--- config.mk ---
export PLATFORM = sky130hd
export DESIGN_NAME = packet_delay_jitter_queue
export DESIGN_NICKNAME = d
export VERILOG_FILES = /design/src/hdl/pdjq_pkg.sv /design/src/hdl/packet_delay_jitter_queue.sv /design/src/hdl/pdjq_div.sv /design/src/hdl/pdjq_dp.sv /design/src/hdl/pdjq_ctrl.sv
export SDC_FILE = /design/constraint.sdc
export NUM_CORES = 2
export LEC_CHECK = 0
export ABC_AREA = 1
export BUFFER_PORTS_ARGS = -buffer_cell sky130_fd_sc_hd__buf_2
export CAP_MARGIN = 20
export CORE_MARGIN = 2
export CORE_UTILIZATION = 47
export CTS_BUF_LIST = sky130_fd_sc_hd__clkbuf_4 sky130_fd_sc_hd__clkbuf_8
export CTS_CLUSTER_DIAMETER = 40
export DETAILED_ROUTE_END_ITERATION = 6
export PLACE_DENSITY = 0.65
export SETUP_SLACK_MARGIN = 0.1
export SLEW_MARGIN = 20
export SYNTH_ARGS = -nofsm -noshare
export SYNTH_HDL_FRONTEND = slang
export SYNTH_SLANG_ARGS = --single-unit
--- constraint.sdc ---
create_clock -name clk -period 8.8 [get_ports clk]
set_input_delay 2.64 -clock clk [delete_from_list [all_inputs] [get_ports clk]]
set_output_delay 2.64 -clock clk [all_outputs]
set_load 0.05 [all_outputs]
--- src/hdl/pdjq_pkg.sv ---
// ----------------------------------------------------------------------------
// pdjq_pkg
// Shared types, widths and codes of the packet delay jitter queue.
// ----------------------------------------------------------------------------
package pdjq_pkg;

    // Default sizing
    localparam int QUEUE_DEPTH_DEF = 64;
    localparam int TAG_BITS_DEF    = 16;

    // Field widths
    localparam int TAG_FIELD_W = 16;
    localparam int RND_W       = 15;
    localparam int TIME_W      = 32;
    localparam int DELAY_W     = 14;
    localparam int JIT_W       = 11;
    localparam int FLUSH_W     = 7;
    localparam int PEND_W      = 7;
    localparam int KIND_W      = 2;
    localparam int IN_DATA_W   = 64;
    localparam int OUT_DATA_W  = 24;

    // Configuration port
    localparam int CFG_ADDR_W = 3;
    localparam int CFG_DATA_W = 14;

    localparam logic [CFG_ADDR_W-1:0] REG_DELAY    = 3'd0;
    localparam logic [CFG_ADDR_W-1:0] REG_JITTER   = 3'd1;
    localparam logic [CFG_ADDR_W-1:0] REG_DLY_IN   = 3'd2;
    localparam logic [CFG_ADDR_W-1:0] REG_DLY_OUT  = 3'd3;
    localparam logic [CFG_ADDR_W-1:0] REG_FLUSH    = 3'd4;

    // Register reset values
    localparam logic [DELAY_W-1:0] DELAY_RST   = 14'd50;
    localparam logic [JIT_W-1:0]   JITTER_RST  = 11'd0;
    localparam logic               DLY_IN_RST  = 1'b1;
    localparam logic               DLY_OUT_RST = 1'b1;
    localparam logic [FLUSH_W-1:0] FLUSH_RST   = 7'd16;

    // Request and send kinds
    localparam logic REQ_ARRIVAL = 1'b0;
    localparam logic REQ_TICK    = 1'b1;

    localparam logic [KIND_W-1:0] KIND_PASS  = 2'd0;
    localparam logic [KIND_W-1:0] KIND_DUE   = 2'd1;
    localparam logic [KIND_W-1:0] KIND_FLUSH = 2'd2;

    // Controller states
    typedef enum logic [2:0] {
        ST_IDLE,
        ST_DECIDE,
        ST_DIV,
        ST_WRITE,
        ST_RD,
        ST_CHK,
        ST_LAST,
        ST_PASS
    } state_t;

    // Controller to datapath commands
    typedef struct packed {
        logic capture;
        logic div_start;
        logic write;
        logic load_flush;
        logic pop;
        logic emit;
        logic emit_pass;
        logic emit_last;
    } cmd_t;

    // Datapath to controller status
    typedef struct packed {
        logic is_tick;
        logic selected;
        logic jitter_nz;
        logic div_busy;
        logic fills;
        logic due;
        logic held_valid;
        logic slot_free;
    } status_t;

endpackage

--- src/hdl/packet_delay_jitter_queue.sv ---
// An undelayed arrival is captured, judged and then offered on the output;
// a buffered arrival is written to the queue, with jitter after the 15-step remainder unit.
// A tick walks the queue head, one queue memory read per released entry; an arrival that
// fills the queue forces entries out in the same kind of walk.
// Items are processed one at a time; a waiting result does not block the next transfer.
// Reset clears pointers, fill count and output valid, loads setting defaults; no memory sweep.
// ----------------------------------------------------------------------------
// packet_delay_jitter_queue
// Delay queue of a network impairment emulator: pass, buffer, flush and release.
// ----------------------------------------------------------------------------
module packet_delay_jitter_queue
#(
    parameter int QUEUE_DEPTH = pdjq_pkg::QUEUE_DEPTH_DEF,
    parameter int TAG_BITS    = pdjq_pkg::TAG_BITS_DEF
)
(
    input  logic                            clk,
    input  logic                            rst_n,
    // Configuration
    input  logic                            cfg_we,
    input  logic [pdjq_pkg::CFG_ADDR_W-1:0] cfg_addr,
    input  logic [pdjq_pkg::CFG_DATA_W-1:0] cfg_data,
    // Input stream
    input  logic                            s_tvalid,
    output logic                            s_tready,
    // packet_tag[15:0], is_outbound[16], random_value[31:17], now_ms[63:32]
    input  logic [pdjq_pkg::IN_DATA_W-1:0]  s_tdata,
    // req_type[0]
    input  logic                            s_tuser,
    // Output stream
    output logic                            m_tvalid,
    input  logic                            m_tready,
    // out_tag[15:0], pending[22:16], zero pad[23]
    output logic [pdjq_pkg::OUT_DATA_W-1:0] m_tdata,
    // send_kind[1:0]
    output logic [pdjq_pkg::KIND_W-1:0]     m_tuser,
    output logic                            m_tlast
);

    pdjq_pkg::cmd_t    cmd;
    pdjq_pkg::status_t st;

    pdjq_ctrl u_ctrl
    (
        .clk      (clk),
        .rst_n    (rst_n),
        .s_tvalid (s_tvalid),
        .s_tready (s_tready),
        .st       (st),
        .cmd      (cmd)
    );

    pdjq_dp
    #(
        .QUEUE_DEPTH (QUEUE_DEPTH),
        .TAG_BITS    (TAG_BITS)
    )
    u_dp
    (
        .clk      (clk),
        .rst_n    (rst_n),
        .cmd      (cmd),
        .st       (st),
        .cfg_we   (cfg_we),
        .cfg_addr (cfg_addr),
        .cfg_data (cfg_data),
        .s_tdata  (s_tdata),
        .s_tuser  (s_tuser),
        .m_tready (m_tready),
        .m_tvalid (m_tvalid),
        .m_tdata  (m_tdata),
        .m_tuser  (m_tuser),
        .m_tlast  (m_tlast)
    );

endmodule

--- src/hdl/pdjq_div.sv ---
// ----------------------------------------------------------------------------
// pdjq_div
// Restoring remainder unit: one quotient bit per cycle for the jitter modulo.
// ----------------------------------------------------------------------------
module pdjq_div
(
    input  logic                       clk,
    input  logic                       rst_n,
    input  logic                       start,
    input  logic [pdjq_pkg::RND_W-1:0] dividend,
    input  logic [pdjq_pkg::JIT_W-1:0] divisor,
    output logic                       busy,
    output logic [pdjq_pkg::JIT_W-1:0] rem
);

    localparam int CNT_W = $clog2(pdjq_pkg::RND_W + 1);

    logic                       busy_reg;
    logic [CNT_W-1:0]           cnt_reg;
    logic [pdjq_pkg::RND_W-1:0] dvd_reg;
    logic [pdjq_pkg::JIT_W-1:0] rem_reg;
    logic [pdjq_pkg::JIT_W:0]   rem_sh;
    logic                       ge;

    // Shift in the next dividend bit and try the subtract
    assign rem_sh = {rem_reg, dvd_reg[pdjq_pkg::RND_W-1]};
    assign ge     = (rem_sh >= {1'b0, divisor});

    // Step control
    always_ff @(posedge clk or negedge rst_n)
    begin
        if (!rst_n)
        begin
            busy_reg <= 1'b0;
            cnt_reg  <= '0;
        end
        else if (start)
        begin
            busy_reg <= 1'b1;
            cnt_reg  <= CNT_W'(pdjq_pkg::RND_W);
        end
        else if (busy_reg)
        begin
            cnt_reg <= cnt_reg - 1'b1;
            if (cnt_reg == CNT_W'(1))
            begin
                busy_reg <= 1'b0;
            end
        end
    end

    // Partial remainder and dividend shift
    always_ff @(posedge clk)
    begin
        if (start)
        begin
            dvd_reg <= dividend;
            rem_reg <= '0;
        end
        else if (busy_reg)
        begin
            dvd_reg <= {dvd_reg[pdjq_pkg::RND_W-2:0], 1'b0};
            rem_reg <= ge ? pdjq_pkg::JIT_W'(rem_sh - {1'b0, divisor})
                          : rem_sh[pdjq_pkg::JIT_W-1:0];
        end
    end

    assign busy = busy_reg;
    assign rem  = rem_reg;

endmodule

--- src/hdl/pdjq_dp.sv ---
// ----------------------------------------------------------------------------
// pdjq_dp
// Datapath: settings, item capture, queue memory, pointers, hold and output.
// ----------------------------------------------------------------------------
module pdjq_dp
#(
    parameter int QUEUE_DEPTH = pdjq_pkg::QUEUE_DEPTH_DEF,
    parameter int TAG_BITS    = pdjq_pkg::TAG_BITS_DEF
)
(
    input  logic                            clk,
    input  logic                            rst_n,
    input  pdjq_pkg::cmd_t                  cmd,
    output pdjq_pkg::status_t               st,
    input  logic                            cfg_we,
    input  logic [pdjq_pkg::CFG_ADDR_W-1:0] cfg_addr,
    input  logic [pdjq_pkg::CFG_DATA_W-1:0] cfg_data,
    input  logic [pdjq_pkg::IN_DATA_W-1:0]  s_tdata,
    input  logic                            s_tuser,
    input  logic                            m_tready,
    output logic                            m_tvalid,
    output logic [pdjq_pkg::OUT_DATA_W-1:0] m_tdata,
    output logic [pdjq_pkg::KIND_W-1:0]     m_tuser,
    output logic                            m_tlast
);

    localparam int TAG_W = (TAG_BITS < pdjq_pkg::TAG_FIELD_W) ? TAG_BITS
                                                               : pdjq_pkg::TAG_FIELD_W;
    localparam int PTR_W = $clog2(QUEUE_DEPTH);
    localparam int CNT_W = $clog2(QUEUE_DEPTH + 1);

    // Settings
    logic [pdjq_pkg::DELAY_W-1:0] delay_reg;
    logic [pdjq_pkg::JIT_W-1:0]   jitter_reg;
    logic                         dly_in_reg;
    logic                         dly_out_reg;
    logic [pdjq_pkg::FLUSH_W-1:0] flush_reg;

    // Captured item
    logic                         req_reg;
    logic [TAG_W-1:0]             tag_in_reg;
    logic                         outb_reg;
    logic [pdjq_pkg::RND_W-1:0]   rnd_reg;
    logic [pdjq_pkg::TIME_W-1:0]  now_reg;

    // Queue
    logic [TAG_W-1:0]             tag_mem [QUEUE_DEPTH];
    logic [pdjq_pkg::TIME_W-1:0]  rel_mem [QUEUE_DEPTH];
    logic [TAG_W-1:0]             rd_tag_reg;
    logic [pdjq_pkg::TIME_W-1:0]  rd_rel_reg;
    logic [PTR_W-1:0]             rd_ptr_reg;
    logic [PTR_W-1:0]             wr_ptr_reg;
    logic [CNT_W-1:0]             count_reg;

    // Flush run and held result
    logic                         flush_mode_reg;
    logic [pdjq_pkg::FLUSH_W-1:0] flush_left_reg;
    logic                         held_valid_reg;
    logic [TAG_W-1:0]             held_tag_reg;
    logic [pdjq_pkg::PEND_W-1:0]  held_pend_reg;

    // Output register
    logic                         m_tvalid_reg;
    logic [pdjq_pkg::TAG_FIELD_W-1:0] out_tag_reg;
    logic [pdjq_pkg::PEND_W-1:0]  out_pend_reg;
    logic [pdjq_pkg::KIND_W-1:0]  out_kind_reg;
    logic                         out_last_reg;

    logic                         div_busy;
    logic [pdjq_pkg::JIT_W-1:0]   div_rem;
    logic [pdjq_pkg::JIT_W-1:0]   jit_term;
    logic [pdjq_pkg::TIME_W-1:0]  rel_time;
    logic                         fifo_nz;

    // Jitter remainder
    pdjq_div u_div
    (
        .clk      (clk),
        .rst_n    (rst_n),
        .start    (cmd.div_start),
        .dividend (rnd_reg),
        .divisor  (jitter_reg),
        .busy     (div_busy),
        .rem      (div_rem)
    );

    // Settings writes
    always_ff @(posedge clk or negedge rst_n)
    begin
        if (!rst_n)
        begin
            delay_reg   <= pdjq_pkg::DELAY_RST;
            jitter_reg  <= pdjq_pkg::JITTER_RST;
            dly_in_reg  <= pdjq_pkg::DLY_IN_RST;
            dly_out_reg <= pdjq_pkg::DLY_OUT_RST;
            flush_reg   <= pdjq_pkg::FLUSH_RST;
        end
        else if (cfg_we)
        begin
            case (cfg_addr)
                pdjq_pkg::REG_DELAY:   delay_reg   <= cfg_data[pdjq_pkg::DELAY_W-1:0];
                pdjq_pkg::REG_JITTER:  jitter_reg  <= cfg_data[pdjq_pkg::JIT_W-1:0];
                pdjq_pkg::REG_DLY_IN:  dly_in_reg  <= cfg_data[0];
                pdjq_pkg::REG_DLY_OUT: dly_out_reg <= cfg_data[0];
                pdjq_pkg::REG_FLUSH:   flush_reg   <= cfg_data[pdjq_pkg::FLUSH_W-1:0];
                default: ;
            endcase
        end
    end

    // Capture the accepted item
    always_ff @(posedge clk)
    begin
        if (cmd.capture)
        begin
            req_reg    <= s_tuser;
            tag_in_reg <= s_tdata[TAG_W-1:0];
            outb_reg   <= s_tdata[16];
            rnd_reg    <= s_tdata[31:17];
            now_reg    <= s_tdata[63:32];
        end
    end

    // Release time, wraps at 32 bits
    assign jit_term = (jitter_reg != '0) ? div_rem : '0;
    assign rel_time = now_reg + pdjq_pkg::TIME_W'(delay_reg)
                              + pdjq_pkg::TIME_W'(jit_term);

    // Queue memory write and registered read at the head
    always_ff @(posedge clk)
    begin
        if (cmd.write)
        begin
            tag_mem[wr_ptr_reg] <= tag_in_reg;
            rel_mem[wr_ptr_reg] <= rel_time;
        end
        rd_tag_reg <= tag_mem[rd_ptr_reg];
        rd_rel_reg <= rel_mem[rd_ptr_reg];
    end

    // Pointers, fill count and flush run
    always_ff @(posedge clk or negedge rst_n)
    begin
        if (!rst_n)
        begin
            rd_ptr_reg     <= '0;
            wr_ptr_reg     <= '0;
            count_reg      <= '0;
            flush_mode_reg <= 1'b0;
            flush_left_reg <= '0;
            held_valid_reg <= 1'b0;
        end
        else
        begin
            if (cmd.capture)
            begin
                flush_mode_reg <= 1'b0;
            end
            if (cmd.write)
            begin
                wr_ptr_reg <= (wr_ptr_reg == PTR_W'(QUEUE_DEPTH - 1)) ? '0
                                                                       : wr_ptr_reg + 1'b1;
                count_reg  <= count_reg + 1'b1;
            end
            if (cmd.load_flush)
            begin
                flush_mode_reg <= 1'b1;
                flush_left_reg <= (flush_reg == '0) ? pdjq_pkg::FLUSH_W'(1) : flush_reg;
            end
            if (cmd.pop)
            begin
                rd_ptr_reg <= (rd_ptr_reg == PTR_W'(QUEUE_DEPTH - 1)) ? '0
                                                                       : rd_ptr_reg + 1'b1;
                count_reg  <= count_reg - 1'b1;
                if (flush_mode_reg)
                begin
                    flush_left_reg <= flush_left_reg - 1'b1;
                end
            end
            if (cmd.pop)
            begin
                held_valid_reg <= 1'b1;
            end
            else if (cmd.emit)
            begin
                held_valid_reg <= 1'b0;
            end
        end
    end

    // Hold the popped entry until the next one is judged
    always_ff @(posedge clk)
    begin
        if (cmd.pop)
        begin
            held_tag_reg  <= rd_tag_reg;
            held_pend_reg <= pdjq_pkg::PEND_W'(count_reg - 1'b1);
        end
    end

    // Output valid
    always_ff @(posedge clk or negedge rst_n)
    begin
        if (!rst_n)
        begin
            m_tvalid_reg <= 1'b0;
        end
        else if (cmd.emit)
        begin
            m_tvalid_reg <= 1'b1;
        end
        else if (m_tready)
        begin
            m_tvalid_reg <= 1'b0;
        end
    end

    // Output payload
    always_ff @(posedge clk)
    begin
        if (cmd.emit)
        begin
            if (cmd.emit_pass)
            begin
                out_tag_reg  <= pdjq_pkg::TAG_FIELD_W'(tag_in_reg);
                out_pend_reg <= pdjq_pkg::PEND_W'(count_reg);
                out_kind_reg <= pdjq_pkg::KIND_PASS;
                out_last_reg <= 1'b1;
            end
            else
            begin
                out_tag_reg  <= pdjq_pkg::TAG_FIELD_W'(held_tag_reg);
                out_pend_reg <= held_pend_reg;
                out_kind_reg <= flush_mode_reg ? pdjq_pkg::KIND_FLUSH : pdjq_pkg::KIND_DUE;
                out_last_reg <= cmd.emit_last;
            end
        end
    end

    assign m_tvalid = m_tvalid_reg;
    assign m_tdata  = {1'b0, out_pend_reg, out_tag_reg};
    assign m_tuser  = out_kind_reg;
    assign m_tlast  = out_last_reg;

    // Status to the controller
    assign fifo_nz       = (count_reg != '0);
    assign st.is_tick    = (req_reg == pdjq_pkg::REQ_TICK);
    assign st.selected   = outb_reg ? dly_out_reg : dly_in_reg;
    assign st.jitter_nz  = (jitter_reg != '0);
    assign st.div_busy   = div_busy;
    assign st.fills      = (count_reg == CNT_W'(QUEUE_DEPTH - 1));
    assign st.due        = fifo_nz && (flush_mode_reg ? (flush_left_reg != '0)
                                                      : (now_reg > rd_rel_reg));
    assign st.held_valid = held_valid_reg;
    assign st.slot_free  = !m_tvalid_reg || m_tready;

endmodule

--- src/hdl/pdjq_ctrl.sv ---
// ----------------------------------------------------------------------------
// pdjq_ctrl
// Controller: sequences capture, jitter modulo, queue write and release walk.
// ----------------------------------------------------------------------------
module pdjq_ctrl
(
    input  logic              clk,
    input  logic              rst_n,
    input  logic              s_tvalid,
    output logic              s_tready,
    input  pdjq_pkg::status_t st,
    output pdjq_pkg::cmd_t    cmd
);

    pdjq_pkg::state_t state_reg;
    pdjq_pkg::state_t state_next;

    // State register
    always_ff @(posedge clk or negedge rst_n)
    begin
        if (!rst_n)
        begin
            state_reg <= pdjq_pkg::ST_IDLE;
        end
        else
        begin
            state_reg <= state_next;
        end
    end

    // Next state and commands
    always_comb
    begin
        state_next = state_reg;
        cmd        = '0;
        s_tready   = 1'b0;
        case (state_reg)
            pdjq_pkg::ST_IDLE:
            begin
                s_tready = 1'b1;
                if (s_tvalid)
                begin
                    cmd.capture = 1'b1;
                    state_next  = pdjq_pkg::ST_DECIDE;
                end
            end
            pdjq_pkg::ST_DECIDE:
            begin
                if (st.is_tick)
                begin
                    state_next = pdjq_pkg::ST_RD;
                end
                else if (!st.selected)
                begin
                    state_next = pdjq_pkg::ST_PASS;
                end
                else if (st.jitter_nz)
                begin
                    cmd.div_start = 1'b1;
                    state_next    = pdjq_pkg::ST_DIV;
                end
                else
                begin
                    state_next = pdjq_pkg::ST_WRITE;
                end
            end
            pdjq_pkg::ST_DIV:
            begin
                if (!st.div_busy)
                begin
                    state_next = pdjq_pkg::ST_WRITE;
                end
            end
            pdjq_pkg::ST_WRITE:
            begin
                cmd.write = 1'b1;
                if (st.fills)
                begin
                    cmd.load_flush = 1'b1;
                    state_next     = pdjq_pkg::ST_RD;
                end
                else
                begin
                    state_next = pdjq_pkg::ST_IDLE;
                end
            end
            pdjq_pkg::ST_RD:
            begin
                state_next = pdjq_pkg::ST_CHK;
            end
            pdjq_pkg::ST_CHK:
            begin
                // A due head means the held result is not the last one
                if (st.due)
                begin
                    if (!st.held_valid)
                    begin
                        cmd.pop    = 1'b1;
                        state_next = pdjq_pkg::ST_RD;
                    end
                    else if (st.slot_free)
                    begin
                        cmd.emit   = 1'b1;
                        cmd.pop    = 1'b1;
                        state_next = pdjq_pkg::ST_RD;
                    end
                end
                else if (st.held_valid)
                begin
                    state_next = pdjq_pkg::ST_LAST;
                end
                else
                begin
                    state_next = pdjq_pkg::ST_IDLE;
                end
            end
            pdjq_pkg::ST_LAST:
            begin
                if (st.slot_free)
                begin
                    cmd.emit      = 1'b1;
                    cmd.emit_last = 1'b1;
                    state_next    = pdjq_pkg::ST_IDLE;
                end
            end
            pdjq_pkg::ST_PASS:
            begin
                if (st.slot_free)
                begin
                    cmd.emit      = 1'b1;
                    cmd.emit_pass = 1'b1;
                    state_next    = pdjq_pkg::ST_IDLE;
                end
            end
            default:
            begin
                state_next = pdjq_pkg::ST_IDLE;
            end
        endcase
    end

endmodule

==> results.toml <==
[floorplanning]
fp.dieW_um = 532.1
die_h_um = 532.1
top_level_ports = 116
core.rowCount = 193
start_util = 0.4732
die-area_um2 = 283100
design.core.area_um2 = 277000

[cts]
clockRootBuffer = "clkbuf_8"
clk_pin_slew_ps = 60
ctsResizeCount = 0
numCtsBuffers = 540
cts_tree = "built"
ctsHoldBuffers = 0
clkSinkCount = 3331
clk_path_buf_depth = 4
post_cts_buffers = 0
htree_levels = 6
clk_latency_ps = 1060

[setup_path]
cp_max_fo = 64
critPathArrivalTime_ps = 6480
worstPathRequired_ps = 9540
crit_type = "flop to flop"
critPathCaptureType = "flop"
start_kind = "flop"

[timing]
hold_viol = 0
period_minus_slack_ps = 5744
whs_ps = 409.0
clock_skew_ps = 87.89
rsz0062_at_grt = "no"
slew_headroom = 0.1386
max_freq_mhz = 174.1
final.setup.tns_ps = 0
period_share = 0.6528
worst_pin_slew_ps = 1292
setup_viol = 0
drv_slew = 0

[route]
drc = 2
ant_nets = 0
drt_first_pass_iters = 7
topRoutingLayerUsed = "met5"
route.met2.wl_mm = 193.3
drt_iter0_drc = 13980
met1_length_mm = 153.8
dr_total_vias = 88920
route.met3.wl_mm = 52.52
routed_via_density = 6.309
post_drt_wl_per_cell_um = 29.92
drt_wl_total_mm = 421.7

[global_route]
grt_max_degree = 218
antenna_found_initial = 27
grt_pass1_vias = 83880
grtUsageTotal = 0.2883
grt_pass1_wl_mm = 592.6
grt.overflow.total = 0

[yosys]
syn_area_um2 = 131100
synth_top_area_share = 0.7334
synth.distinct_cells = 59
ys_seq_area_frac = 0.7560
yosysTopAreaCell = "edfxtp_1"
synth_ff_type = "edfxtp_1"
synth-edff-count = 3201
synth_nets = 9953
synth.area.top_cells = "edfxtp_1, o21ai_0, nor2_1, o22ai_1, o221ai_1"
yosys_warnings = 0
avgSynthCellArea_um2 = 13.40
ys_ff_latch = 3331
synthCells = 9784
async_reset_ff_frac = 0.02131

[cells_and_area]
reg_top3 = "u_dp.rel_mem x2048, u_dp.tag_mem x1024"
top_register = "u_dp.rel_mem"
drive_above_1_share = 0.1271
nets = 10170
utilization = 0.5297
fillers = 22670
largest_reg_flops = 2048
postLayoutCellArea_um2 = 146700
area_delta_synth_final_pct = 11.95

[power]
power_density_nw_per_um2 = 350.1
finalPower_uw = 51360
ir_drop_uv = 646.9
leakage_uw = 0.04770

[run_status]
violations = "design-rule violations"
status = "finished with violations"

[hold_path]
holdCritPathClass = "flop to flop"

[flow_run]
maxCapViolCount = 0

[place]
placed_area_um2 = 136400
dpl.hpwl_mm = 211.5
port_buffers = 114
gp_congestion = 0.8812
[cell usage in the layout (no fill, tap or decap), types with 6 or more instances in the layout]
cell,netlist,layout
edfxtp_1,3201,3201
nor2_1,1676,1611
o21ai_0,1608,1608
nand2_1,633,631
clkbuf_8,0,569
o22ai_1,469,469
nand3_1,367,367
o221ai_1,295,295
buf_4,18,194
clkbuf_4,0,180
inv_1,164,159
a21oi_1,154,154
buf_2,190,113
clkinv_1,5,100
o211ai_1,90,90
ha_1,69,69
nor2_4,0,65
dfrtp_1,65,61
dfxtp_1,59,59
nand4_1,43,43
clkinv_2,0,34
o21ai_1,28,28
clkinvlp_4,0,26
buf_12,0,23
nor3_1,24,22
xor2_4,0,21
xor2_1,42,21
a31oi_1,18,18
mux2_2,17,17
fa_1,13,13
inv_6,0,12
diode_2,0,8
xnor2_2,0,8
buf_16,0,7
nor4_1,6,6
nor3_2,4,6
xnor2_1,14,6
dfstp_2,6,6
[where the power goes]
group / switching, uW / total [uW] / internal, uW
combinational: 12700 / 16800 / 4030
sequential: 456 / 21600 / 21200
clock: 6060 / 12900 / 6880
[metal layers]
metal  vias up  global-route usage
met3      1176             0.06641
met2      6173              0.4508
met1     44440              0.3813
met4         8              0.1392
met5         -                   0
li1      37130                   -
[worst paths after layout]
kind | from | to | slack (ps) | depth (start not counted)
worst min-delay path | u_dp.rd_tag_reg[14]$_DFF_P_ | u_dp.held_tag_reg[14]$_DFFE_PP_ | 410 | 0
worst max register to register | u_dp.jitter_reg[8]$_DFFE_PN0P_ | u_dp.rel_mem[12][29]$_DFFE_PP_ | 3060 | 19
min in group asynchronous | rst_n | u_dp.rd_ptr_reg[4]$_DFFE_PN0P_ | 1550 | 1
worst min register to register | u_dp.rd_tag_reg[14]$_DFF_P_ | u_dp.held_tag_reg[14]$_DFFE_PP_ | 410 | 0
max in group asynchronous | rst_n | u_dp.delay_reg[5]$_DFFE_PN1P_ | 6550 | 2
worst max-delay path | u_dp.jitter_reg[8]$_DFFE_PN0P_ | u_dp.rel_mem[12][29]$_DFFE_PP_ | 3060 | 19
[logic make-up after synthesis]
group,synth area share
muxes,0.001461
xor gates and xnor gates,0.003742
AOI/OAI and AO/OA,0.1186
and+or+nand+nor,0.08446
adders and majority gates,0.008573
buffers and inverters,0.02716
other,0.00002861
DFF,0.7560
[cells in the mapped netlist, drive strengths merged, types with 17 or more instances]
cell	n
nor2	1677
buf	240
o22ai	469
edfxtp	3201
nand4	44
mux2	17
ha	69
o221ai	295
o21ai	1637
nor3	28
inv	170
nand2	634
a21oi	155
o211ai	90
dfrtp	65
a31oi	18
clkbuf	425
xor2	42
nand3	367
dfxtp	59
[stage by stage]
step           worst slack, ps  std cells
2_1_floorplan             1096       9784
3_3_place_gp              2878      13150
3_5_place_dp              3110      13160
4_1_cts                   3112      14080
5_1_grt                   2762      14090
6_report                  3056      14100
[area by class of cell]
| cell class | instances | area, um2 | area share |
|---|---|---|---|
| flip-flops and latches | 3331 | 99100 | 0.6754 |
| multi-input cells | 5613 | 29370 | 0.2002 |
| clock buffers | 749 | 9183 | 0.06258 |
| well taps | 3705 | 4636 | 0.03159 |
| repair buffers | 337 | 2675 | 0.01823 |
| clock inverters | 177 | 1033 | 0.007044 |
| inverters | 175 | 705.7 | 0.004809 |
| diodes | 8 | 20.02 | 0.0001364 |
[worst max-delay path, stage by stage, from the launching register on]
cell and delay [ps]:
dfrtp_1 400, nor4_1 450, nand2_1 250, inv_1 260
nor2_1 100, fa_1 490, ha_1 180, inv_1 90
fa_1 480, inv_1 80, nand3_1 70, nand2_1 200
a21oi_1 170, o21ai_2 300, a21boi_2 180, o21ai_0 690
nand3_1 150, nand2_1 200, xor2_4 150, buf_4 550
No activity file was read; power rests on OpenSTA's default activity.
